$ cat src/rtl/pngunf_ram.sv
// Generic simple dual-port RAM with one write port and a registered read port.
// No dependencies.
`default_nettype none

module pngunf_ram #(
  parameter int WIDTH = 8,
  parameter int DEPTH = 16,
  localparam int AW = (DEPTH > 1) ? $clog2(DEPTH) : 1
) (
  input  wire logic             clk,
  input  wire logic             we,
  input  wire logic [AW-1:0]    waddr,
  input  wire logic [WIDTH-1:0] wdata,
  input  wire logic             re,
  input  wire logic [AW-1:0]    raddr,
  output logic      [WIDTH-1:0] rdata
);

  logic [WIDTH-1:0] mem [DEPTH];
  logic [WIDTH-1:0] rdata_r;

  always_ff @(posedge clk) begin
    if (we) begin
      mem[waddr] <= wdata;
    end
    if (re) begin
      rdata_r <= mem[raddr];
    end
  end

  assign rdata = rdata_r;

endmodule

`default_nettype wire

$ cat config.mk
export PLATFORM = sky130hd
export DESIGN_NAME = pngunf_ram
export DESIGN_NICKNAME = d
export VERILOG_FILES = /design/src/rtl/pngunf_ram.sv
export SDC_FILE = /design/constraint.sdc
export NUM_CORES = 1
export LEC_CHECK = 0
export BUFFER_PORTS_ARGS = -buffer_cell sky130_fd_sc_hd__buf_2
export CAP_MARGIN = 20
export CORE_AREA = 2 2 70 138
export CTS_BUF_LIST = sky130_fd_sc_hd__clkbuf_4
export DETAILED_ROUTE_END_ITERATION = 16
export DIE_AREA = 0 0 72 140
export GPL_ROUTABILITY_DRIVEN = 0
export PLACE_DENSITY_LB_ADDON = 0.25
export RECOVER_POWER = 50
export SLEW_MARGIN = 25
export SYNTH_ARGS = -nofsm -noshare
export SYNTH_HDL_FRONTEND = slang
export SYNTH_SLANG_ARGS = --single-unit
$ cat constraint.sdc
create_clock -name clk -period 4.5 [get_ports clk]
set_input_delay 0.675 -clock clk [delete_from_list [all_inputs] [get_ports clk]]
set_output_delay 0.675 -clock clk [all_outputs]
set_load 0.005 [all_outputs]
; ---- After elaboration in Yosys (flattened, before gate mapping)
; Memory sizes are Yosys's and may differ from the RTL's. A register that Yosys moved wholly into a read port is not among the register bits.
; Index checks and enable logic that the tools add are counted.
[word_totals]
ff_bits = 0
latch_bits = 0
ram_bits = 128
romBits = 0
input_bits = 19
output_inout_bits = 8
wordCells = 3
mem_count = 1
[memory_table]
columns = name, words, width, rd, rd_clocked_by_memory_dff, write_ports, line_no
row1 = mem, 16, 8, 1, 1, 1, 19  ; logic [WIDTH-1:0] mem [DEPTH];
[classes]
n_addsub = 0
multipliers = 0
div = 0
n_lt_le_gt_ge = 0
n_eq_ne = 0
n_shift = 0
muxes = 2
n_bitwise = 0
n_reduce_logical = 0
[op_table]
columns = op, count
row1 = two-way mux 1 bit, 2

; ---- Longest topological paths before layout
[depth]
ltp_word = 2
ltp_mapped = 5
mapped_depth_nobuf = 3

; ---- Worst setup path before layout
; No wires, ideal clock.
[synth_path]
path_type = input to register
startpoint = input waddr[2]
endpoint = memory mem[0][0], enable pin
setup_ns = 0.383
arrival_time_ns = 1.785
required_time_ns = 4.117
path_slack_ns = 2.332
path_stages = 2
n_path_buf = 0
path_cell_list = or3b_2 > nor3_1
[synth_rtl]
columns = element, line_no
row1 = from (decl), 12  ; input wire logic [AW-1:0] waddr,
row2 = to (decl), 19
; Straight into the memory's write port.

==> summary.md <==
| Metric | Value |
|---|---|
| RSZ-0062 raised after global routing | `false` |
| Max Root-Sink Buffers | `2` |
| Worst EP arrival | `2130 ps` |
| Layout Nets | `286` |
| Power Density | `402 nW/um^2` |
| Sum Neg Setup Slack | `0 ps` |
| Setup-failing EPs final | `0` |
| Register area share after synthesis | `between 70% and 80%` |
| H-tree depth | `4` |
| Chip height | `140 um` |
| Hold_ws | `~610 ps` |
| Post-CTS Hold Fix Bufs | `0` |
| Layout cells sized above 1 | `a little under a quarter` |
| Vias in the first global route | `2450` |
| Post-cts gate resize count | `0` |
| Via density per instance | `6.05` |
| DRC | `0` |
| Initial antenna violation count | `1` |
| Syn. warnings | `0` |
| Area of the mapped netlist | `5230 um^2` |
| Critical Path RT | `4780 ps` |
| TritonCTS Buffers | `17` |
| Synth Register Bits | `~140` |
| Leakage power | `1.83 nW` |
| TritonCTS clock tree | `done` |
| GR Util All Layers | `20.1%` |
| Vias | `2318` |
| # Post-CTS Setup Buffers | `0` |
| Worst-Margin Slew | `928 ps` |
| Share of the synthesized area in the top cell type | `between 70% and 80%` |
| Commonest non-fill, non-tap cell in the layout | `edfxtp_1` |
| Critical path class | `in -> reg` |
| Largest net degree at the start of global routing | `33` |
| Relative slew slack | `between 30% and 40%` |
| GRT overflow | `0` |
| Clock sink total | `136` |
| Syn avg cell area | `between 20 and 25 um^2` |
| Distinct cells, synth | `18` |
| Crit Path Max Fanout | `32` |
| Startpoint Class | `input port` |
| Core ar. | `9010 um^2` |
| Worst skew pair latency | `between 500 and 600 ps` |
| DR pass1 iterations | `5` |
| Final WL | `8990 um` |
| Row cnt | `49` |
| Leading area contributor after synthesis | `edfxtp_1` |
| Avg WL per Cell | `23.5 um` |
| Peak supply drop | `0.000271 V` |
| Clk_skew | `between 15 and 20 ps` |
| PortBufs | `26` |
| Iteration-0 DRC Markers | `247` |
| Status | `finished, final reports clean` |
| First-pass GRT wire length | `between 10000 and 15000 um` |
| Initial Util | `58.0%` |
| Min-delay worst type | `in -> reg` |
| Reg clk slew, reported paths | `120 ps` |
| Most frequent cells in the layout | `edfxtp_1 (136), mux4_2 (18), clkbuf_4 (17)` |
| Routed Antenna Nets | `0` |
| Gate Count Post-Synth | `between 200 and 250` |
| CTS root buf | `clkbuf_4` |
| Post-synthesis net count | `248` |
| Ports | `27` |
| Chip width | `72 um` |
| Crit end category | `register` |
| Post-route clock period utilization | `41.0%` |
| Final Slew Violations | `0` |
| Top post-synthesis cells by area | `edfxtp_1 (78%), mux4_2 (7.8%), mux4_1 (7.0%)` |
| Final HPWL DP | `6130 um` |
| Fmax | `542 MHz` |
| Die ar. | `10100 um^2` |
| Tmin final | `1850 ps` |
| Max-Cap Viols | `0` |
| P&R area growth vs syn | `8.52%` |
| Hold Vio Cnt, Final | `0` |
## power by group
group	leakage [nW]	internal [mW]	total [mW]	switching, mW
combinational	0.452	0.0479	0.116	0.0677
clock	0.137	0.320	0.734	0.415
sequential	1.24	1.43	1.43	0.00717
## logic make-up after synthesis
kind of cell	synth area share [%]
compound gates	2.30
simple gates	3.14
mux	14.8
flops	78.1
buf+inv	1.65
## layout make-up
class,instances,area [um^2]
Fill cell,638,3340
Tap cell,102,128
Antenna cell,1,2.50
Sequential cell,136,4080
Clock buffer,17,128
Clock inverter,15,135
Timing Repair Buffer,29,134
Multi-Input combinational cell,83,1060
## sequential cells by signal (all words and copies together), names as in the netlist
register / count
mem: 128
rdata: 8
## worst max-delay path, cell delays in order
cell     delay (ps)
buf_4           470
mux4_1          630
a22oi_1         250
nand2_1          70
## worst paths after layout
check / startpoint / slack (ps) / endpoint / depth (start not counted)
worst max-delay path: raddr[0] / 2650 / rdata[1] / 4
worst min-delay path: re / 610 / rdata[0] / 1
worst max register to register: mem[3][4] / 3010 / rdata[4] / 3
worst min register to register: mem[15][1] / 750 / rdata[1] / 3
## synthesized netlist by cell type, drive strengths merged
cell	n
nand2b	2
buf	7
nand3b	2
edfxtp	136
a22oi	16
mux4	32
nor2b	1
or3b	1
and2	1
clkdlybuf4s25	3
nor2	13
nand2	9
nor3	4
and2b	1
nand3	1
## metrics by stage
stage | setup slack (ps) | cells | cell area [um^2] | power [mW] | utilization [%]
after floorplan | 2330 | 229 | 5230 | 1.53 | -
after global placement | 1740 | 350 | 5430 | 1.58 | 60.2
after detailed placement | 1720 | 350 | 5430 | 1.58 | 60.2
after CTS | 2310 | 382 | 5690 | 2.30 | 63.1
after global routing | 2580 | 383 | 5670 | 2.37 | 62.9
final | 2650 | 383 | 5670 | 2.28 | 62.9
## routing by layer
metal / wire (um) / global-route usage (%) / part of all wire (%)
met1: 3160 / 22.5 / 35
met2: 5370 / 35.8 / 60
met3: 350 / 4.60 / 3.9
met4: 102 / 8.64 / 1.1
met5: 0 / 0 / 0
No activity file was read; power rests on OpenSTA's default activity.
