File: config.mk
export PLATFORM = sky130hd
export DESIGN_NAME = pngunf_track
export DESIGN_NICKNAME = d
export VERILOG_FILES = /design/src/rtl/pngunf_pkg.sv /design/src/rtl/pngunf_track.sv
export SDC_FILE = /design/constraint.sdc
export NUM_CORES = 1
export LEC_CHECK = 0
export BUFFER_PORTS_ARGS = -buffer_cell sky130_fd_sc_hd__buf_4
export CORE_MARGIN = 2
export CORE_UTILIZATION = 48
export CTS_BUF_LIST = sky130_fd_sc_hd__clkbuf_8
export DETAILED_ROUTE_END_ITERATION = 10
export PLACE_DENSITY = 0.7
export SYNTH_ARGS = -nofsm -noshare
export SYNTH_HDL_FRONTEND = slang
export SYNTH_SLANG_ARGS = --single-unit
File: constraint.sdc
create_clock -name clk -period 9.7 [get_ports clk]
set_input_delay 0.97 -clock clk [delete_from_list [all_inputs] [get_ports clk]]
set_output_delay 0.97 -clock clk [all_outputs]
set_load 0.02 [all_outputs]
File: src/rtl/pngunf_pkg.sv
// Shared types and constants for the PNG scanline unfilter.
// Filter and color mode codes, configuration indexes and the stage slot struct.
// No dependencies.
`default_nettype none

package pngunf_pkg;

  localparam int CHAN_W     = 8;
  localparam int LEFT_N     = 4;
  localparam int CFG_W      = 11;
  localparam int ROW_W      = 10;
  localparam int MAX_HEIGHT = 1024;

  typedef enum logic [2:0] {
    FILT_NONE    = 3'd0,
    FILT_SUB     = 3'd1,
    FILT_UP      = 3'd2,
    FILT_AVG     = 3'd3,
    FILT_PAETH   = 3'd4,
    FILT_UNKNOWN = 3'd5
  } filt_t;

  typedef enum logic [1:0] {
    MODE_GRAY       = 2'd0,
    MODE_RGB        = 2'd1,
    MODE_GRAY_ALPHA = 2'd2,
    MODE_RGBA       = 2'd3
  } mode_t;

  localparam logic [1:0] CFG_IDX_WIDTH  = 2'd0;
  localparam logic [1:0] CFG_IDX_HEIGHT = 2'd1;
  localparam logic [1:0] CFG_IDX_MODE   = 2'd2;

  // One accepted byte as it sits in the reconstruction stage.
  typedef struct packed {
    logic              is_filter;
    logic              emit;
    logic [CHAN_W-1:0] data;
    logic [1:0]        lane;
    logic              last;
    logic              eoi;
    logic              use_up;
    filt_t             filt;
  } slot_t;

  function automatic logic [2:0] bytes_per_pixel(input mode_t mode);
    logic [2:0] bpp;
    case (mode)
      MODE_GRAY:       bpp = 3'd1;
      MODE_RGB:        bpp = 3'd3;
      MODE_GRAY_ALPHA: bpp = 3'd2;
      MODE_RGBA:       bpp = 3'd4;
      default:         bpp = 3'd1;
    endcase
    return bpp;
  endfunction

endpackage

`default_nettype wire

File: src/rtl/pngunf_track.sv
// Position tracker: follows filter bytes, byte positions, pixel lanes and rows,
// issues the line store read and fills the reconstruction stage. Uses pngunf_pkg.
`default_nettype none

module pngunf_track #(
  parameter int MAX_WIDTH = 1024,
  parameter int MAX_BYTES_PER_PIXEL = 4,
  localparam int DEPTH = MAX_WIDTH * MAX_BYTES_PER_PIXEL,
  localparam int AW = (DEPTH > 1) ? $clog2(DEPTH) : 1,
  localparam int POS_W = $clog2(DEPTH + 1)
) (
  input  wire logic                              clk,
  input  wire logic                              rst_n,
  input  wire logic [pngunf_pkg::CFG_W-1:0]      cfg_width,
  input  wire logic [pngunf_pkg::CFG_W-1:0]      cfg_height,
  input  pngunf_pkg::mode_t                      cfg_mode,
  input  wire logic                              accept,
  input  wire logic [pngunf_pkg::CHAN_W-1:0]     data_byte,
  input  wire logic                              advance,
  output logic                                   rd_en,
  output logic [AW-1:0]                          rd_addr,
  output logic                                   s1_valid,
  output pngunf_pkg::slot_t                      s1_slot,
  output logic [AW-1:0]                          s1_addr
);

  logic [2:0]                    bpp_raw;
  logic [2:0]                    bpp;
  logic [pngunf_pkg::CFG_W-1:0]  w_eff;
  logic [pngunf_pkg::CFG_W-1:0]  h_eff;
  logic [13:0]                   row_len;

  logic [POS_W-1:0]              pos_r, pos_nxt;
  logic [1:0]                    lane_r, lane_nxt;
  logic [pngunf_pkg::ROW_W-1:0]  row_r, row_nxt;
  logic                          first_r, first_nxt;
  pngunf_pkg::filt_t             filt_r, filt_nxt;
  logic                          s1_valid_r, s1_valid_nxt;
  pngunf_pkg::slot_t             s1_slot_r, s1_slot_nxt;
  logic [AW-1:0]                 s1_addr_r, s1_addr_nxt;

  logic                          is_filter;
  logic                          last;
  logic                          lane_wrap;
  logic                          eoi;
  logic [POS_W-1:0]              x_full;
  pngunf_pkg::filt_t             code;
  pngunf_pkg::slot_t             slot;

  // Effective geometry: out-of-range values are clamped.
  always_comb begin
    bpp_raw = pngunf_pkg::bytes_per_pixel(cfg_mode);
    bpp     = (32'(bpp_raw) > MAX_BYTES_PER_PIXEL) ? 3'(MAX_BYTES_PER_PIXEL) : bpp_raw;
    if (cfg_width == '0) begin
      w_eff = pngunf_pkg::CFG_W'(1);
    end else if (32'(cfg_width) > MAX_WIDTH) begin
      w_eff = pngunf_pkg::CFG_W'(MAX_WIDTH);
    end else begin
      w_eff = cfg_width;
    end
    if (cfg_height == '0) begin
      h_eff = pngunf_pkg::CFG_W'(1);
    end else if (32'(cfg_height) > pngunf_pkg::MAX_HEIGHT) begin
      h_eff = pngunf_pkg::CFG_W'(pngunf_pkg::MAX_HEIGHT);
    end else begin
      h_eff = cfg_height;
    end
    row_len = 14'(w_eff) * 14'(bpp);
  end

  always_comb begin
    is_filter = (pos_r == '0);
    last      = 32'(pos_r) >= 32'(row_len);
    lane_wrap = ({1'b0, lane_r} + 3'd1) == bpp;
    eoi       = last && (({1'b0, row_r} + pngunf_pkg::CFG_W'(1)) >= h_eff);
    x_full    = pos_r - POS_W'(1);
    rd_addr   = x_full[AW-1:0];
    rd_en     = accept && !is_filter;
    code      = (data_byte > 8'd4) ? pngunf_pkg::FILT_UNKNOWN
                                   : pngunf_pkg::filt_t'(data_byte[2:0]);

    slot.is_filter = is_filter;
    slot.emit      = !is_filter && (lane_wrap || last);
    slot.data      = data_byte;
    slot.lane      = lane_r;
    slot.last      = last;
    slot.eoi       = eoi;
    slot.use_up    = !first_r;
    slot.filt      = is_filter ? code : filt_r;
  end

  // Next position state, advanced once per accepted item.
  always_comb begin
    pos_nxt   = pos_r;
    lane_nxt  = lane_r;
    row_nxt   = row_r;
    first_nxt = first_r;
    filt_nxt  = filt_r;
    if (accept) begin
      if (is_filter) begin
        filt_nxt = code;
        pos_nxt  = POS_W'(1);
        lane_nxt = 2'd0;
      end else if (last) begin
        pos_nxt  = '0;
        lane_nxt = 2'd0;
        if (eoi) begin
          row_nxt   = '0;
          first_nxt = 1'b1;
        end else begin
          row_nxt   = row_r + pngunf_pkg::ROW_W'(1);
          first_nxt = 1'b0;
        end
      end else begin
        pos_nxt  = pos_r + POS_W'(1);
        lane_nxt = lane_wrap ? 2'd0 : lane_r + 2'd1;
      end
    end
  end

  always_comb begin
    s1_slot_nxt  = accept ? slot : s1_slot_r;
    s1_addr_nxt  = accept ? rd_addr : s1_addr_r;
    if (accept) begin
      s1_valid_nxt = 1'b1;
    end else if (advance) begin
      s1_valid_nxt = 1'b0;
    end else begin
      s1_valid_nxt = s1_valid_r;
    end
  end

  always_ff @(posedge clk) begin
    if (!rst_n) begin
      pos_r      <= '0;
      lane_r     <= 2'd0;
      row_r      <= '0;
      first_r    <= 1'b1;
      filt_r     <= pngunf_pkg::FILT_NONE;
      s1_valid_r <= 1'b0;
    end else begin
      pos_r      <= pos_nxt;
      lane_r     <= lane_nxt;
      row_r      <= row_nxt;
      first_r    <= first_nxt;
      filt_r     <= filt_nxt;
      s1_valid_r <= s1_valid_nxt;
    end
  end

  always_ff @(posedge clk) begin
    s1_slot_r <= s1_slot_nxt;
    s1_addr_r <= s1_addr_nxt;
  end

  assign s1_valid = s1_valid_r;
  assign s1_slot  = s1_slot_r;
  assign s1_addr  = s1_addr_r;

endmodule

`default_nettype wire

**Word level (Yosys, flattened, before mapping)**

Index checks and enable logic that the tools add are counted.

- Register bits after elaboration: 60
- Output and inout port bits: 44
- Input port bits: 36

- Equality and inequality tests: 4
- Multiplexer cells: 17
- Bitwise logic cells: 1
- Multiply operators: 1
- Reduce and logical (&&, ||, !) cells: 12
- Magnitude comparators: 6
- Add/subtract/negate cells: 6

Operators with widths:

| cell | count |
|---|---|
| $mux W11 | 4 |
| $mux W13 | 2 |
| $gt A11 B11 Y1 const B | 2 |
| $logic_not A11 Y1 | 2 |
| $ge A13 B14 Y1 | 1 |
| $mul A11 B3 Y14 | 1 |
| $add A13 B1 Y13 const B | 1 |
| $logic_not A13 Y1 | 1 |
| $pmux W3 S4 | 1 |
| $sub A12 B1 Y12 const B | 1 |
| $add A10 B1 Y11 const B | 1 |
| $ge A11 B11 Y1 | 1 |
| $add A10 B1 Y10 const B | 1 |
| $mux W10 | 1 |
| $mux W3 | 3 |
| $gt A8 B3 Y1 const B | 1 |
| $mux W2 | 3 |
| $eq A2 B2 Y1 const B | 2 |
| $add A2 B1 Y3 const B | 1 |
| $eq A3 B3 Y1 | 1 |
| $gt A3 B3 Y1 const B | 1 |
| $logic_and A1 B1 Y1 | 3 |
| $mux W1 | 3 |
| $reduce_and A3 Y1 | 1 |
| 7 further kinds | 8 |

**Logic depth before layout (Yosys ltp)**

- Word-level depth: 8
- Mapped depth: 24
- Depth with buffers taken out: 23

**Worst setup path before layout**

Ideal clock, no wire load.

- Path type: input to register
- Start: in cfg_width[4] (netlist bit)
- End: reg row_r[8] (netlist bit)
- Stages on the path: 22
- Path buffers: 0
- Data arrival time: 5.417 ns
- Slack: 4.157 ns
- Required time: 9.575 ns
- Cells stage by stage: nor4_1 -> nand3_1 -> o21ai_0 -> nor2b_1 -> nand2_1 -> fa_1 -> inv_1 -> ha_1 -> inv_1 -> fa_1 -> nor2b_1 -> o21a_1 -> o211ai_1 -> a31oi_1 -> xnor2_1 -> ha_1 -> o21a_1 -> a22o_1 -> o31ai_4 -> clkinv_2 -> nand3_4 -> o22ai_1

- Word-level cells in the longest chain between the ends: 7
- Elaborated cells on any way between the ends: 9
- Classes of those cells: mul: 1; order compare: 2; mux: 3; reduce/logical: 3

Ends and longest elaborated chain:

| element | line | RTL |
|---|---|---|
| start, declared | pngunf_track.sv:14 | `input wire logic [pngunf_pkg::CFG_W-1:0] cfg_width,` |
| $gt A11 B11 Y1 | pngunf_track.sv:56 | `end else if (32'(cfg_width) > MAX_WIDTH) begin` |
| $mux W11 | pngunf_track.sv:56 |  |
| $mux W11 (*) | pngunf_track.sv:54 | `if (cfg_width == '0) begin` |
| $mul A11 B3 Y14 (*) | pngunf_track.sv:68 | `row_len = 14'(w_eff) * 14'(bpp);` |
| $ge A13 B14 Y1 (*) | pngunf_track.sv:73 | `last = 32'(pos_r) >= 32'(row_len);` |
| named net last | pngunf_track.sv:43 | `logic last;` |
| $logic_and A1 B1 Y1 | pngunf_track.sv:75 | `eoi = last && (({1'b0, row_r} + pngunf_pkg::CFG_W'(1)) >= h_eff);` |
| $mux W10 | pngunf_track.sv:107 | `if (eoi) begin` |
| end signal, assigned | pngunf_track.sv:144 | `row_r <= row_nxt;` |
| end, declared | pngunf_track.sv:35 | `logic [pngunf_pkg::ROW_W-1:0] row_r, row_nxt;` |

The timed path passes the listed nets; every way through them passes the cells marked *.
A chain may end at the register's enable or synchronous reset.

**Worst setup path after layout**

Same ends and word-level chain as after synthesis.

==> flow_summary.toml <==
[min_path]
hold_class = "reg -> reg"
worstHoldStart = "first_r$_SDFFE_PN1P_"
whs_path_depth = 1
hold_end = "s1_slot[3]$_DFFE_PP_"

[floorplan]
initial_core_util_pct = 49.5
die_w_microns = 101
fp-row-count = 35
dieArea_sq_mm = 0.0103
top_level_ports = 80
die_h_microns = 101
core_sq_mm = 0.00920

[sta]
slew_headroom_pct = 43.9
hold_violations = 0
worst_clock_skew_ns = 0.00807
setup_viol = 0
tns_ns = 0
max_slew.worst_pin.slew_ns = 0.840
slew_violations = 0
holdWs_ns = 0.454
worst_slack_ns = 3.43
period_share_pct = 64.7
fmax_mhz = 159
rsz0062_at_grt = "no"
final.min_clock_period_ns = 6.27

[detailed_routing]
drt_wl_total_microns = 10100
initialDrtViolationCount = 137
vias = 3846
viasPerCell = 5.66
detail-route-antenna-nets = 0
wl_per_cell_microns = 14.9
dr.pass1.iters = 4
drc_errors = 0

[placed_design]
dp_hpwl_microns = 7810
io_buffers = 79
place_ws_ns = 3.05
gp_congestion = 0.848

[synth]
synthDistinctLibCells = 68
ys_seq_elements = 60
synth_area_sq_mm = 0.00455
yosysTopAreaCell = "edfxtp_1"
syn_nets = 584
async_flop_share_pct = 0
synthTopCellsByArea = "edfxtp_1 (20%), dfxtp_1 (13%), ha_1 (13%)"
synth-main-ff-cell = "edfxtp_1"
ys.warnings.count = 0
synth_seq_area_share_pct = 33.0
synth_edf_count = 30
netlist.area_leader.share_pct = 19.8
synthCells = 492
syn_avg_cell_area_sq_um = 9.24

[clocking]
cts.sink_count = 60
cts_resized = 0
cts_root_buffer = "clkbuf_8"
postCtsSetupBuffers = 0
cts_buffer_depth = 2
cts_hold_repair.buffers = 0
clkLatencyLatePin_ns = 0.34
cts_buffers = 9
clk_pin_slew_worst_paths_ns = 0.07
tritoncts = "done"
h-tree-depth = 3

[layout]
syn2layout_area_growth_pct = 19.0
register_area_sq_mm = 0.00150
multi_input_area_sq_mm = 0.00282
fill_cells = 823
antennaDiodeCount = 0
drive_gt1_share_pct = 20.8
nNetsFinal = 655

[worst_setup_path]
crit_required_ns = 9.92
path_max_fanout = 18
cp_slowest_stage_delay_ns = 0.68
cp_slowest_cell = "o31ai_4"
r2r-end = "row_r[3]$_SDFFE_PN0P_"
cp_top_family = "compound AO/OA/AOI/OAI gates"
crit_buf_inv = 4
worst_setup_path_end_kind = "flop"
r2r.worst_path.cells = 11
arrival_ns = 6.50
r2r_slack_ns = 6.20
worstPathCellList = "buf_4, nor4_1, nand3_1, o21ai_0, nor2b_1, nand2_1, fa_1, inv_1, ha_1, inv_1, fa_1, nor2b_1, o21a_1, o211ai_1, a31oi_1, xnor2_1, ha_1, o21a_1, a22o_1, o31ai_4, clkinv_2, nand3_4, o22ai_1"
start_kind = "primary input"
r2r_start = "row_r[0]$_SDFFE_PN0P_"
crit_type = "in -> reg"

[global_route]
grt_usage_pct = 20.5
grt_remaining_overflow = 0
grt_max_degree = 44
grt_antenna_before_repair = 0
grt_pass1_wl_microns = 16800
grt_pass1_vias = 3538

[power]
power_leakage_nw = 2.29
vdd_ir_drop_max_v = 0.0000608
power.density_mw_per_mm2 = 129

[status]
outcome = "complete, no violations"

[run]
cap_violations = 0
metrics by stage:
step	cell area [sq um]	utilization (%)	instances	power [mW]
6_report	5410	58.9	679	0.699
5_1_grt	5410	58.9	679	0.733
4_1_cts	5410	58.9	679	0.704
3_5_place_dp	5180	56.4	663	0.452
3_3_place_gp	5180	56.4	663	0.448
2_1_floorplan	4550	-	492	0.392
layout by cell type, fill, tap and decap left out, drive strengths merged, types with 6 or more instances in the layout:
cell     n
xnor2   14
nor3    14
buf     79
nor2b    6
o211ai   7
o21ai   12
or3      8
nand3   25
xor2    13
and2     9
clkbuf  11
a21oi   18
inv     34
and3     7
nand2b   8
edfxtp  30
fa      10
nand4   15
nor2    25
ha      46
o311ai   8
nor4     9
o22ai    9
nand2   58
dfxtp   30
a211oi   7
per-layer routing:
metal	wire [microns]	track usage [%]	vias to the layer above
met5	0	0	-
met4	114	6.65	0
met3	549	3.45	9
met2	4750	33.6	107
met1	4700	27.7	1783
li1	-	-	1947
cells in the mapped netlist, drive strengths merged (8+ instances only):
cell and instances:
nor4 9, o21ai 12, nand2b 8, xor2 13
clkbuf 8, nand2 58, ha 46, xnor2 14
dfxtp 30, edfxtp 30, o22ai 9, nand3 25
buf 11, fa 10, a21oi 18, nor3 14
or3 8, inv 33, o311ai 8, and2 9
nor2 25, nand4 15
state kept, by name, indices dropped and copies added, names as in the netlist:
| register | flops |
|---|---|
| s1_slot | 18 |
| row_r | 10 |
| filt_r | 3 |
| first_r | 1 |
| s1_addr | 12 |
| pos_r | 13 |
| lane_r | 2 |
| s1_valid | 1 |
final cells by class:
| cell class | count | area share [%] |
|---|---|---|
| Tap cell | 111 | 2.57 |
| Timing Repair Buffer | 79 | 11.0 |
| Sequential cell | 60 | 27.7 |
| Clock inverter | 5 | 1.41 |
| Multi-Input combinational cell | 378 | 52.1 |
| Clock buffer | 11 | 2.80 |
| Inverter | 35 | 2.45 |
logic make-up after synthesis:
group,after synthesis,synth area share (%)
DFF,60,33.0
xor gates and xnor gates,27,5.20
muxes,1,0.220
AOI/OAI and AO/OA,90,15.5
and+or+nand+nor,204,24.0
buffers and inverters,54,5.01
adders and majority gates,56,17.1
worst max-delay path by stage:
stage	cells after the start	start	slack, ns	to
floorplan	22	cfg_width[4]	4.16	row_r[8]$_SDFFE_PN0P_
finish	23	cfg_width[4]	3.43	row_r[8]$_SDFFE_PN0P_
CTS	23	cfg_width[4]	3.42	row_r[8]$_SDFFE_PN0P_
global route	23	cfg_width[4]	2.94	row_r[7]$_SDFFE_PN0P_
global placement	23	cfg_width[4]	3.35	row_r[8]$_SDFFE_PN0P_
detailed placement	23	cfg_width[4]	3.05	row_r[8]$_SDFFE_PN0P_
report_power, final:
group / switching [mW] / internal, mW / total (mW)
registers: 0.00500 / 0.281 / 0.286
logic: 0.0958 / 0.0651 / 0.161
clock network: 0.0953 / 0.157 / 0.253
Note: power is estimated with default switching activity, not from simulation.
