==> src/rtl/pngunf_pkg.sv <==
// Shared types and constants for the PNG scanline unfilter.
// Filter and color mode codes, configuration indexes and the stage slot struct.
// No dependencies.
`default_nettype none

package pngunf_pkg;

  localparam int CHAN_W     = 8;
  localparam int LEFT_N     = 4;
  localparam int CFG_W      = 11;
  localparam int ROW_W      = 10;
  localparam int MAX_HEIGHT = 1024;

  typedef enum logic [2:0] {
    FILT_NONE    = 3'd0,
    FILT_SUB     = 3'd1,
    FILT_UP      = 3'd2,
    FILT_AVG     = 3'd3,
    FILT_PAETH   = 3'd4,
    FILT_UNKNOWN = 3'd5
  } filt_t;

  typedef enum logic [1:0] {
    MODE_GRAY       = 2'd0,
    MODE_RGB        = 2'd1,
    MODE_GRAY_ALPHA = 2'd2,
    MODE_RGBA       = 2'd3
  } mode_t;

  localparam logic [1:0] CFG_IDX_WIDTH  = 2'd0;
  localparam logic [1:0] CFG_IDX_HEIGHT = 2'd1;
  localparam logic [1:0] CFG_IDX_MODE   = 2'd2;

  // One accepted byte as it sits in the reconstruction stage.
  typedef struct packed {
    logic              is_filter;
    logic              emit;
    logic [CHAN_W-1:0] data;
    logic [1:0]        lane;
    logic              last;
    logic              eoi;
    logic              use_up;
    filt_t             filt;
  } slot_t;

  function automatic logic [2:0] bytes_per_pixel(input mode_t mode);
    logic [2:0] bpp;
    case (mode)
      MODE_GRAY:       bpp = 3'd1;
      MODE_RGB:        bpp = 3'd3;
      MODE_GRAY_ALPHA: bpp = 3'd2;
      MODE_RGBA:       bpp = 3'd4;
      default:         bpp = 3'd1;
    endcase
    return bpp;
  endfunction

endpackage

`default_nettype wire

==> src/rtl/pngunf_recon.sv <==
// Reconstruction: undoes None, Sub, Up, Average filters, flags Paeth/unknown bad,
// keeps the left bytes, the partial pixel and the output register. Uses pngunf_pkg.
`default_nettype none

module pngunf_recon (
  input  wire logic                          clk,
  input  wire logic                          rst_n,
  input  pngunf_pkg::mode_t                  cfg_mode,
  input  wire logic                          s1_valid,
  input  pngunf_pkg::slot_t                  s1_slot,
  input  wire logic [pngunf_pkg::CHAN_W-1:0] up_byte,
  input  wire logic                          out_stall,
  output logic                               advance,
  output logic                               wr_en,
  output logic [pngunf_pkg::CHAN_W-1:0]      wr_data,
  output logic                               out_valid,
  output logic [pngunf_pkg::CHAN_W-1:0]      out_red,
  output logic [pngunf_pkg::CHAN_W-1:0]      out_green,
  output logic [pngunf_pkg::CHAN_W-1:0]      out_blue,
  output logic [pngunf_pkg::CHAN_W-1:0]      out_alpha,
  output logic                               out_end_of_row,
  output logic                               out_end_of_image,
  output logic                               out_bad_filter
);

  localparam int CW = pngunf_pkg::CHAN_W;

  logic [CW-1:0]   left_r   [pngunf_pkg::LEFT_N];
  logic [CW-1:0]   left_nxt [pngunf_pkg::LEFT_N];
  logic [3*CW-1:0] gather_r, gather_nxt;
  logic            out_valid_r, out_valid_nxt;
  logic [CW-1:0]   red_r, green_r, blue_r, alpha_r;
  logic [CW-1:0]   red_nxt, green_nxt, blue_nxt, alpha_nxt;
  logic            eor_r, eoi_r, bad_r;
  logic            eor_nxt, eoi_nxt, bad_nxt;

  logic [CW-1:0]   left;
  logic [CW-1:0]   up;
  logic [CW:0]     avg_sum;
  logic [CW-1:0]   recon;
  logic [CW-1:0]   chan [pngunf_pkg::LEFT_N];
  logic            out_ok;
  logic            load;

  always_comb begin
    left    = left_r[s1_slot.lane];
    up      = s1_slot.use_up ? up_byte : '0;
    avg_sum = {1'b0, left} + {1'b0, up};
    case (s1_slot.filt)
      pngunf_pkg::FILT_SUB: recon = s1_slot.data + left;
      pngunf_pkg::FILT_UP:  recon = s1_slot.data + up;
      pngunf_pkg::FILT_AVG: recon = s1_slot.data + avg_sum[CW:1];
      default:              recon = s1_slot.data;
    endcase
    wr_data = recon;
  end

  // Handshake between the stage and the output register.
  always_comb begin
    out_ok  = !out_valid_r || !out_stall;
    advance = s1_valid && (!s1_slot.emit || out_ok);
    wr_en   = advance && !s1_slot.is_filter;
    load    = advance && s1_slot.emit;
  end

  // Channel assembly; a pixel cut short at row end has zero in its missing bytes.
  always_comb begin
    chan[0] = gather_r[CW-1:0];
    chan[1] = gather_r[2*CW-1:CW];
    chan[2] = gather_r[3*CW-1:2*CW];
    chan[3] = '0;
    chan[s1_slot.lane] = recon;
    case (cfg_mode)
      pngunf_pkg::MODE_GRAY: begin
        red_nxt = chan[0]; green_nxt = chan[0]; blue_nxt = chan[0]; alpha_nxt = '1;
      end
      pngunf_pkg::MODE_RGB: begin
        red_nxt = chan[0]; green_nxt = chan[1]; blue_nxt = chan[2]; alpha_nxt = '1;
      end
      pngunf_pkg::MODE_GRAY_ALPHA: begin
        red_nxt = chan[0]; green_nxt = chan[0]; blue_nxt = chan[0]; alpha_nxt = chan[1];
      end
      default: begin
        red_nxt = chan[0]; green_nxt = chan[1]; blue_nxt = chan[2]; alpha_nxt = chan[3];
      end
    endcase
    eor_nxt = s1_slot.last;
    eoi_nxt = s1_slot.eoi;
    bad_nxt = (s1_slot.filt == pngunf_pkg::FILT_PAETH) ||
              (s1_slot.filt == pngunf_pkg::FILT_UNKNOWN);
  end

  always_comb begin
    left_nxt   = left_r;
    gather_nxt = gather_r;
    if (advance) begin
      if (s1_slot.is_filter) begin
        for (int i = 0; i < pngunf_pkg::LEFT_N; i++) begin
          left_nxt[i] = '0;
        end
        gather_nxt = '0;
      end else begin
        left_nxt[s1_slot.lane] = recon;
        if (s1_slot.emit) begin
          gather_nxt = '0;
        end else if (s1_slot.lane < 2'd3) begin
          gather_nxt[s1_slot.lane*CW +: CW] = recon;
        end
      end
    end
    if (load) begin
      out_valid_nxt = 1'b1;
    end else if (out_stall) begin
      out_valid_nxt = out_valid_r;
    end else begin
      out_valid_nxt = 1'b0;
    end
  end

  always_ff @(posedge clk) begin
    if (!rst_n) begin
      out_valid_r <= 1'b0;
      gather_r    <= '0;
      for (int i = 0; i < pngunf_pkg::LEFT_N; i++) begin
        left_r[i] <= '0;
      end
    end else begin
      out_valid_r <= out_valid_nxt;
      gather_r    <= gather_nxt;
      left_r      <= left_nxt;
    end
  end

  always_ff @(posedge clk) begin
    if (load) begin
      red_r   <= red_nxt;
      green_r <= green_nxt;
      blue_r  <= blue_nxt;
      alpha_r <= alpha_nxt;
      eor_r   <= eor_nxt;
      eoi_r   <= eoi_nxt;
      bad_r   <= bad_nxt;
    end
  end

  assign out_valid        = out_valid_r;
  assign out_red          = red_r;
  assign out_green        = green_r;
  assign out_blue         = blue_r;
  assign out_alpha        = alpha_r;
  assign out_end_of_row   = eor_r;
  assign out_end_of_image = eoi_r;
  assign out_bad_filter   = bad_r;

endmodule

`default_nettype wire

==> config.mk <==
export PLATFORM = sky130hd
export DESIGN_NAME = pngunf_recon
export DESIGN_NICKNAME = d
export VERILOG_FILES = /design/src/rtl/pngunf_pkg.sv /design/src/rtl/pngunf_recon.sv
export SDC_FILE = /design/constraint.sdc
export NUM_CORES = 1
export LEC_CHECK = 0
export ABC_AREA = 1
export BUFFER_PORTS_ARGS = -buffer_cell sky130_fd_sc_hd__buf_2
export CAP_MARGIN = 10
export CORE_AREA = 2 2 134 136
export DETAILED_ROUTE_END_ITERATION = 10
export DIE_AREA = 0 0 136 138
export MAX_ROUTING_LAYER = met4
export SKIP_LAST_GASP = 1
export SYNTH_ARGS = -nofsm -noshare
export SYNTH_HDL_FRONTEND = slang
export SYNTH_SLANG_ARGS = --single-unit
==> constraint.sdc <==
create_clock -name clk -period 6.3 [get_ports clk]
set_input_delay 1.26 -clock clk [delete_from_list [all_inputs] [get_ports clk]]
set_output_delay 1.26 -clock clk [all_outputs]
set_load 0.03 [all_outputs]
## Yosys cells after proc, flatten, opt, wreduce, memory -nomap -nowiden

Index checks and enable logic that the tools add are counted.

| storage, ports and cells | value |
|---|---|
| register bits | 92 |
| bits in latches | 0 |
| RAM bits | 0 |
| bits in read-only memories | 0 |
| input port bits | 32 |
| output and inout bits | 46 |
| logic and storage cells | 67 |
| memories | 0 |

| cells by class | value |
|---|---|
| add/subtract/negate cells | 5 |
| multipliers | 0 |
| div/mod/pow operators | 0 |
| $lt $le $gt $ge | 3 |
| eq/ne operators | 8 |
| shift-type cells | 2 |
| muxes and demuxes | 19 |
| bitwise operators | 1 |
| reductions and logical operators | 16 |

Operator list:

| kind | count |
|---|---|
| $mux 24 | 3 |
| $bwmux 32 | 2 |
| $mux 8 | 6 |
| $neg 5->34 | 1 |
| $shift 8x34->24 const A | 1 |
| $shiftx 8x34->24 | 1 |
| $mux 32 | 1 |
| $add 8x8->8 | 3 |
| $bwmux 24 | 1 |
| $pmux 8 s3 | 1 |
| $bmux 8 s2 | 1 |
| $demux 8 s2 | 1 |
| $pmux 8 s2 | 1 |
| $add 8x8->9 | 1 |
| $eq 3x2->1 const B | 2 |
| $eq 3x3->1 const B | 2 |
| $logic_and 1x1->1 | 4 |
| $logic_not 1->1 | 4 |
| $reduce_or 2->1 | 2 |
| $eq 3x1->1 const B | 1 |
| $ge 3x3->1 const B | 1 |
| $logic_or 1x1->1 | 3 |
| $lt 3x1->1 const B | 1 |
| $not 2->3 | 1 |
| 8 further kinds | 9 |

## Longest topological paths before layout

Gate-level depths: netlist of the first run.

| logic depth | value |
|---|---|
| depth in word-level cells | 12 |
| gate-level depth with buffers | 30 |
| gate-level depth less buffers | 28 |

## Worst setup path after synthesis of the first run

OpenSTA, ideal clock, no wires.

| timing path | value |
|---|---|
| path kind | input to output |
| start | in s1_slot[6] in the netlist's numbering |
| end | out wr_data[7] in the netlist's numbering |
| data arrival time | 4349 ps |
| required time | 5040 ps |
| setup slack | 691 ps |
| cell stages on the path | 23 |
| path buffers | 2 |
| path through | inv_1 > clkbuf_1 > o21ai_0 > o22ai_1 > ha_1 > a21oi_1 > nor2_1 > nor3b_1 > o21ai_2 > or2_2 > nand3_1 > a21oi_1 > ha_1 > nand2_1 > nand2_1 > nand2_1 > nand2_1 > a21oi_1 > nand3_1 > nand3_1 > nand2_1 > nand2_1 > buf_6 |

| on the way | value |
|---|---|
| longest elaborated chain between the ends | 7 |

Ends and longest elaborated chain:

| element | line | source |
|---|---|---|
| start: declaration | pngunf_recon.sv:10 | `input pngunf_pkg::slot_t s1_slot,` |
| $not 2->3 (implied by the code) (*) | pngunf_recon.sv:46 | `left = left_r[s1_slot.lane];` |
| $bmux 8 s2 (*) | pngunf_recon.sv:46 |  |
| $mux 8 (implied by the code) (*) (2 in a row) | pngunf_recon.sv:46 |  |
| $add 8x8->9 | pngunf_recon.sv:48 | `avg_sum = {1'b0, left} + {1'b0, up};` |
| $add 8x8->8 | pngunf_recon.sv:52 | `pngunf_pkg::FILT_AVG: recon = s1_slot.data + avg_sum[CW:1];` |
| $pmux 8 s3 (*) | pngunf_recon.sv:49 | `case (s1_slot.filt)` |
| end: declaration | pngunf_recon.sv:15 | `output logic [pngunf_pkg::CHAN_W-1:0] wr_data,` |

Mark *: on every way between the ends. The rest lies on a longest branch, timed or not. The select of a mux whose other input is x is not followed.

## Worst setup path in the final report of the first run

Ends and elaborated chain as after synthesis.

==> results by group, run 1 <==
Worst setup path
  – CP Launch Type: primary input
  – WP data required: 5040 ps
  – R2r setup slk: 2310 ps
  – Crit. Startpoint: s1_slot[6]
  – Critical path arrival: around 4700 ps
  – RR Startpoint: left_r[10]
  – CP Capture Point: wr_data[7]
  – Worst-path maximum fanout: 22
  – Worst R2R End: out_green[7]
  – Crit. End Element: output pin
  – R2R depth: 26
  – Most Frequent Cell on Critical Path: nand2_1
  – Worst Setup Path Type: primary input to output pin
  – Critical path's largest stage delay: about 340 ps
  – Slowest cell on the critical path: ha_1
  – Critical-path cell list: buf_2 -> buf_6 -> o21ai_0 -> o22ai_1 -> ha_1 -> a21oi_1 -> nor2_1 -> nor3b_1 -> o21ai_2 -> or2_2 -> nand3_1 -> a21oi_1 -> ha_1 -> nand2_1 -> nand2_1 -> nand2_1 -> nand2_1 -> a21oi_1 -> nand3_1 -> nand3_1 -> nand2_1 -> nand2_1 -> buf_2

Drt
  – Initial DRC Count: 366
  – WL/cell: between 10 and 15 microns
  – Vias: 4678
  – Number of nets still failing antenna checks after routing: 0
  – DRC Markers: 0
  – Vias per cell: between 4 and 5
  – WL final: 14200 microns
  – First-pass DRT Iterations: 4

Clock network
  – Root Driver: clkbuf_16
  – Clk_lat worst skew: between 300 and 400 ps
  – Setup repair bufs after CTS: 0
  – CTS Buf Count: 9
  – CTS sink cnt: about 90
  – Clk buf depth: 2
  – H-tree Lvls: 3
  – Clock slew at reported path FFs: 60 ps
  – CTS tree: yes

Die
  – Ports: 78
  – Num rows: 49
  – Initial core utilization: 0.290
  – Core area: 0.0175 sq mm
  – Full die area: ~0.019 sq mm
  – Die Y-Extent: between 100 and 150 microns
  – Chip width: 136 microns

Global routing
  – First-pass GRT wire length: about 23000 microns
  – Vias in the first global route: 4270
  – GRT Total Usage: 0.159
  – Initial antenna violation count: 0
  – Gr ovfl total: 0
  – Largest net degree at the start of global routing: 57

STA
  – Minimum period implied by the final worst setup slack: ~6000 ps
  – Final hold vios: 0
  – RSZ-0062 raised after global routing: no
  – Max Slew Vio Count: 0
  – Worst Skew: 8.47 ps
  – F_max: around 170 MHz
  – Worst Tran Pin Value: approximately 700 ps
  – Post-route setup TNS: 0 ps
  – Fraction of the cycle the final worst path needs: 0.948
  – # setup viols final: 0
  – Hold_ws: about 470 ps
  – Max-slew headroom: 0.528

Synthesis
  – Commonest cells post-synth: 221 x nand2_1, 69 x a21oi_1, 57 x dfxtp_1, 56 x nand3_1, 48 x inv_1
  – Synthesized instance count: 682
  – Post-synth top area cell: dfxtp_1
  – Xor and xnor area share after synthesis: 0.0103
  – Compound-gate portion of the synthesized area: 0.153
  – Unique masters post-synth: 44
  – EDFF count, synth: 35
  – Synthesized area: 0.00509 sq mm
  – Most frequent cell after synthesis: nand2_1
  – Most used DFF post-synth: dfxtp_1
  – Syn Area/Cell: 7.47 sq um
  – Top-area cell type share of the netlist area: 0.224
  – Largest cells by area after synthesis: dfxtp_1 22%, edfxtp_1 21%, nand2_1 16%, a21oi_1 6.8%, nand3_1 5.5%
  – Sequential fraction of the synthesis area: 0.430
  – Simple-gate share of the synthesized area: 0.283
  – Mux cell area share after synthesis: 0
  – Synth async-reset ratio: 0
  – Adder-Cell Fraction of Synth Area: 0.0545
  – FF+latch count, synth: 92
  – Post-Syn Nets: 735
  – Synth Warn #: 0
  – Main combinational cell family by area after synthesis: simple AND/OR/NAND/NOR gates

Final layout
  – Final instance area: between 0.006 and 0.007 sq mm
  – Ant. Diodes: 0
  – Post-route core utilization: 0.344
  – Post-Layout Cell Count: roughly 1000
  – Synth-to-Final Area Change: 18.5%
  – Layout fillers: roughly 1900
  – Nets: 803
  – Layout cells sized above 1: 0.188

Place
  – Post-DP HPWL: 10600 microns
  – RePlAce Congestion: 0.943
  – Dpl cell area: 0.00570 sq mm
  – I/O Buffers: 77
  – DP Cell Count: 968

Run status
  – Status: finished, final reports clean

Pwr
  – VDD IR max: 0.000175 V
  – Pwr Density: 257 mW/mm^2
  – Pleak: 2.54 nW

Run
  – Max Cap Viol: 0

Min path
  – Min-delay worst type: flop to flop
## power by group
| part | leakage, nW | internal (mW) | switching, mW |
|---|---|---|---|
| Clock | 0.157 | 0.353 | 0.244 |
| Sequential | 0.784 | 0.638 | 0.00566 |
| Combinational | 1.60 | 0.0866 | 0.223 |
## flip-flops by register name, indices dropped and copies added, names as in the netlist
name              cells
out_end_of_row        1
out_valid             1
left_r               32
out_green             8
out_end_of_image      1
out_red               8
out_alpha             8
gather_r             24
out_blue              8
out_bad_filter        1
## worst max-delay path: cells and delay by family
kind                     cells  cell delay (ps)
buffers and inverters        3              550
adder cells (fa/ha/maj)      2              670
AND/OR/NAND/NOR             12             1290
AO/OA/AOI/OAI                6              920
## metal layers
layer | global-route usage | wire length [microns] | vias up
met4 | 0.0450 | 240 | 0
met1 | 0.215 | 6650 | 2146
li1 | - | - | 2401
met5 | - | 0 | -
met2 | 0.237 | 6480 | 117
met3 | 0.0378 | 787 | 14
## layout by cell type, fill, tap and decap left out, types with 19 or more instances in the layout
| master | count |
|---|---|
| nand2_1 | 221 |
| buf_2 | 77 |
| a21oi_1 | 69 |
| dfxtp_1 | 57 |
| nand3_1 | 56 |
| inv_1 | 47 |
| nor2_1 | 38 |
| edfxtp_1 | 35 |
| ha_1 | 19 |
## worst min-delay path by stage
stage	depth (start not counted)	slack (ps)	startpoint	to
floorplan	2	440	gather_r[15]	gather_r[15]
global placement	2	450	gather_r[3]	gather_r[3]
detailed placement	2	460	gather_r[14]	gather_r[14]
CTS	2	470	left_r[18]	left_r[18]
global route	2	490	gather_r[12]	gather_r[12]
finish	2	470	left_r[14]	left_r[14]
## layout make-up
cell class	instances	area [sq um]	share of cell area
inverters	61	233	0.0385
repair buffers	84	442	0.0731
multi-input cells	502	2560	0.424
flip-flops and latches	92	2190	0.363
well taps	229	287	0.0475
clock inverters	7	103	0.0170
clock buffers	9	225	0.0373
## kinds of logic after synthesis
group,Yosys count
simple gates,338
compound gates,137
flops,92
buf+inv,88
fa+ha+maj,21
xor+xnor,6
## metrics by stage
stage               worst slack, ps  total power, mW
floorplan                       691            0.873
global placement                349            0.966
detailed placement              307            0.965
CTS                             294             1.57
global route                   17.6             1.63
finish                          325             1.55
## what timing repair did
item | CTS | global route
gates resized for setup | 0 | 3
hold buffers | 0 | 0
endpoints found under the setup margin | 0 | 1
hold endpoints to repair | 0 | 0
Note: power is estimated with default switching activity, not from simulation.
==> run 2: changes to the inputs <==
--- a/config.mk
+++ b/config.mk
@@ -8,9 +8,9 @@
 export ABC_AREA = 1
 export BUFFER_PORTS_ARGS = -buffer_cell sky130_fd_sc_hd__buf_2
 export CAP_MARGIN = 10
-export CORE_AREA = 2 2 134 136
+export CORE_AREA = 2 2 102 178
 export DETAILED_ROUTE_END_ITERATION = 10
-export DIE_AREA = 0 0 136 138
+export DIE_AREA = 0 0 104 180
 export MAX_ROUTING_LAYER = met4
 export SKIP_LAST_GASP = 1
 export SYNTH_ARGS = -nofsm -noshare
==> results by group, run 2 (synthesized netlist as in run 1, its figures left out) <==
Global routing
  – GRT Total Usage: 0.167 (was 0.159)
  – Vias in the first global route: 4607 (was 4270)
  – Initial antenna violation count: 0 (unchanged)
  – First-pass GRT wire length: 23700 microns (was 22600 microns)
  – Gr ovfl total: 0 (unchanged)
  – Largest net degree at the start of global routing: 57 (unchanged)

Final layout
  – Commonest non-fill, non-tap cell in the layout: nand2_1 (unchanged)
  – Layout fillers: 1931 (was 1936)
  – Layout cells sized above 1: 0.189 (was 0.188)
  – Most frequent cells in the layout: 220 x nand2_1, 76 x buf_2, 69 x a21oi_1 (was 221 x nand2_1, 77 x buf_2, 69 x a21oi_1)
  – Most flops, register: left_r (unchanged)
  – Nets: 805 (was 803)
  – Ant. Diodes: 0 (unchanged)
  – Largest regs: left_r (32), gather_r (24) (unchanged)
  – Synth-to-Final Area Change: 18.3% (was 18.5%)
  – Final instance area: 0.00602 sq mm (was 0.00604 sq mm)
  – Max reg flops: 32 (unchanged)

STA
  – Max-slew headroom: 0.491 (was 0.528)
  – RSZ-0062 raised after global routing: no (unchanged)
  – # setup viols final: 0 (unchanged)
  – Max Slew Vio Count: 0 (unchanged)
  – Worst Tran Pin Value: 758 ps (was 703 ps)
  – Worst Skew: 7.89 ps (was 8.47 ps)
  – Fraction of the cycle the final worst path needs: 0.947 (was 0.948)
  – Minimum period implied by the final worst setup slack: 5960 ps (was 5970 ps)
  – Post-route setup TNS: 0 ps (unchanged)
  – F_max: 168 MHz (was 167 MHz)
  – Final hold vios: 0 (unchanged)

Die
  – Full die area: 0.0187 sq mm (was 0.0188 sq mm)
  – Die Y-Extent: 180 microns (was 138 microns)
  – Initial core utilization: 0.294 (was 0.290)
  – Num rows: 64 (was 49)
  – Core area: 0.0173 sq mm (was 0.0175 sq mm)
  – Chip width: 104 microns (was 136 microns)
  – Ports: 78 (unchanged)

Clock network
  – Setup repair bufs after CTS: 0 (unchanged)
  – CTS tree: yes (unchanged)
  – CTS Buf Count: 9 (unchanged)
  – Clk buf depth: 2 (unchanged)
  – Root Driver: clkbuf_16 (unchanged)
  – Hold Buf Count CTS: 0 (unchanged)
  – Clk_lat worst skew: 350 ps (about the same)
  – Clock slew at reported path FFs: 70 ps (was 60 ps)
  – CTS sink cnt: 92 (unchanged)
  – H-tree Lvls: 3 (unchanged)
  – Post-CTS resize count: 0 (unchanged)

Drt
  – Number of nets still failing antenna checks after routing: 0 (unchanged)
  – Vias per cell: 4.79 (was 4.75)
  – Initial DRC Count: 294 (was 366)
  – WL final: 14900 microns (was 14200 microns)
  – WL/cell: 15.1 microns (was 14.4 microns)
  – DRC Markers: 0 (unchanged)
  – First-pass DRT Iterations: 6 (was 4)
  – Vias: 4729 (was 4678)

Worst setup path
  – Worst-path maximum fanout: 15 (was 22)
  – Worst Setup Path Type: primary input to output pin (unchanged)
  – Critical path arrival: 4700 ps (was 4710 ps)
  – CP Launch Type: primary input (unchanged)
  – WP data required: 5040 ps (about the same)
  – Crit. End Element: output pin (unchanged)

Place
  – Post-DP HPWL: 11500 microns (was 10600 microns)
  – Dpl cell area: 0.00571 sq mm (was 0.00570 sq mm)
  – RePlAce Congestion: 0.887 (was 0.943)
  – I/O Buffers: 77 (unchanged)

Min path
  – Min-delay worst type: flop to flop (unchanged)

Pwr
  – Internal power: 1.04 mW (was 1.08 mW)
  – Combinational Power Share: 0.212 (was 0.200)
  – Pwr Density: 250 mW/mm^2 (was 257 mW/mm^2)
  – Clock power frac: 0.361 (was 0.385)
  – NetSw: 470 uW (was 473 uW)
  – VDD IR max: 0.000110 V (was 0.000175 V)
  – Sequential power share: 0.427 (was 0.415)
  – Pleak: 2.54 nW (about the same)
  – Net Sw Frac: 0.312 (was 0.305)

Run status
  – Status: finished, final reports clean (unchanged)

Run
  – Max Cap Viol: 0 (unchanged)
-- run 2: cell types whose count changed in the layout (fill, tap and decap cells not counted), moves of 2 or more --
| cell | before | now |
|---|---|---|
| clkbuf_1 | 0 | 2 |
| clkinv_4 | 0 | 2 |
| inv_6 | 4 | 1 |
| buf_4 | 6 | 9 |
-- run 2: final cells by class --
class	count	area (sq um)	area share
sequential	92	2190	0.364
multi-input combinational	502	2560	0.425
clock inverter	5	61.3	0.0102
inverter	61	235	0.0391
timing repair buffer	86	455	0.0756
tap	231	289	0.0480
clock buffer	11	233	0.0386
-- run 2: routing by layer --
metal / part of all wire / track usage / up-vias / wire length, microns
met3: 0.033 / 0.0243 / 49 / 498
met5: 0 / - / - / 0
met1: 0.37 / 0.165 / 2138 / 5550
met2: 0.53 / 0.297 / 133 / 7870
li1: - / - / 2409 / -
met4: 0.067 / 0.115 / 0 / 1010
-- run 2: worst paths after layout --
| kind | endpoint | start | slack (ps) | cells after the start |
|---|---|---|---|---|
| setup reg to reg | out_blue[7] | left_r[10] | 2290 | 26 |
| setup / recovery | wr_data[7] | s1_slot[6] | 340 | 23 |
| hold / removal | gather_r[15] | gather_r[15] | 460 | 2 |
| hold reg to reg | gather_r[15] | gather_r[15] | 460 | 2 |
-- run 2: per-stage QoR --
step / utilization / cells / worst slack [ps] / hold WS [ps] / total power [mW]
2_1_floorplan: - / 682 / 691 / 441 / 0.873
3_3_place_gp: 0.330 / 972 / 330 / 452 / 0.973
3_5_place_dp: 0.330 / 972 / 218 / 454 / 0.974
4_1_cts: 0.347 / 988 / 208 / 465 / 1.51
5_1_grt: 0.348 / 988 / 65.9 / 480 / 1.56
6_report: 0.348 / 988 / 337 / 464 / 1.51
-- run 2: power by group through the flow --
stage / combinational [mW] / sequential (mW) / clock, mW
after floorplan: 0.190 / 0.683 / 0
after global placement: 0.316 / 0.657 / 0
after detailed placement: 0.316 / 0.657 / 0
after CTS: 0.317 / 0.644 / 0.549
after global routing: 0.347 / 0.645 / 0.569
final: 0.319 / 0.644 / 0.543
-- run 2: worst max-delay path, stage by stage --
cell      delay [ps]
buf_2            120
buf_4            180
o21ai_0          190
o22ai_1          140
ha_1             380
a21oi_1          210
nor2_1            70
nor3b_2          170
o21ai_2           90
or2_2            270
nand3_1           70
a21oi_1           70
ha_1             350
nand2_1          110
nand2_1           50
nand2_1           50
nand2_1           40
a21oi_1          200
nand3_1          140
nand3_1          100
nand2_1           80
nand2_2          130
clkbuf_4         210
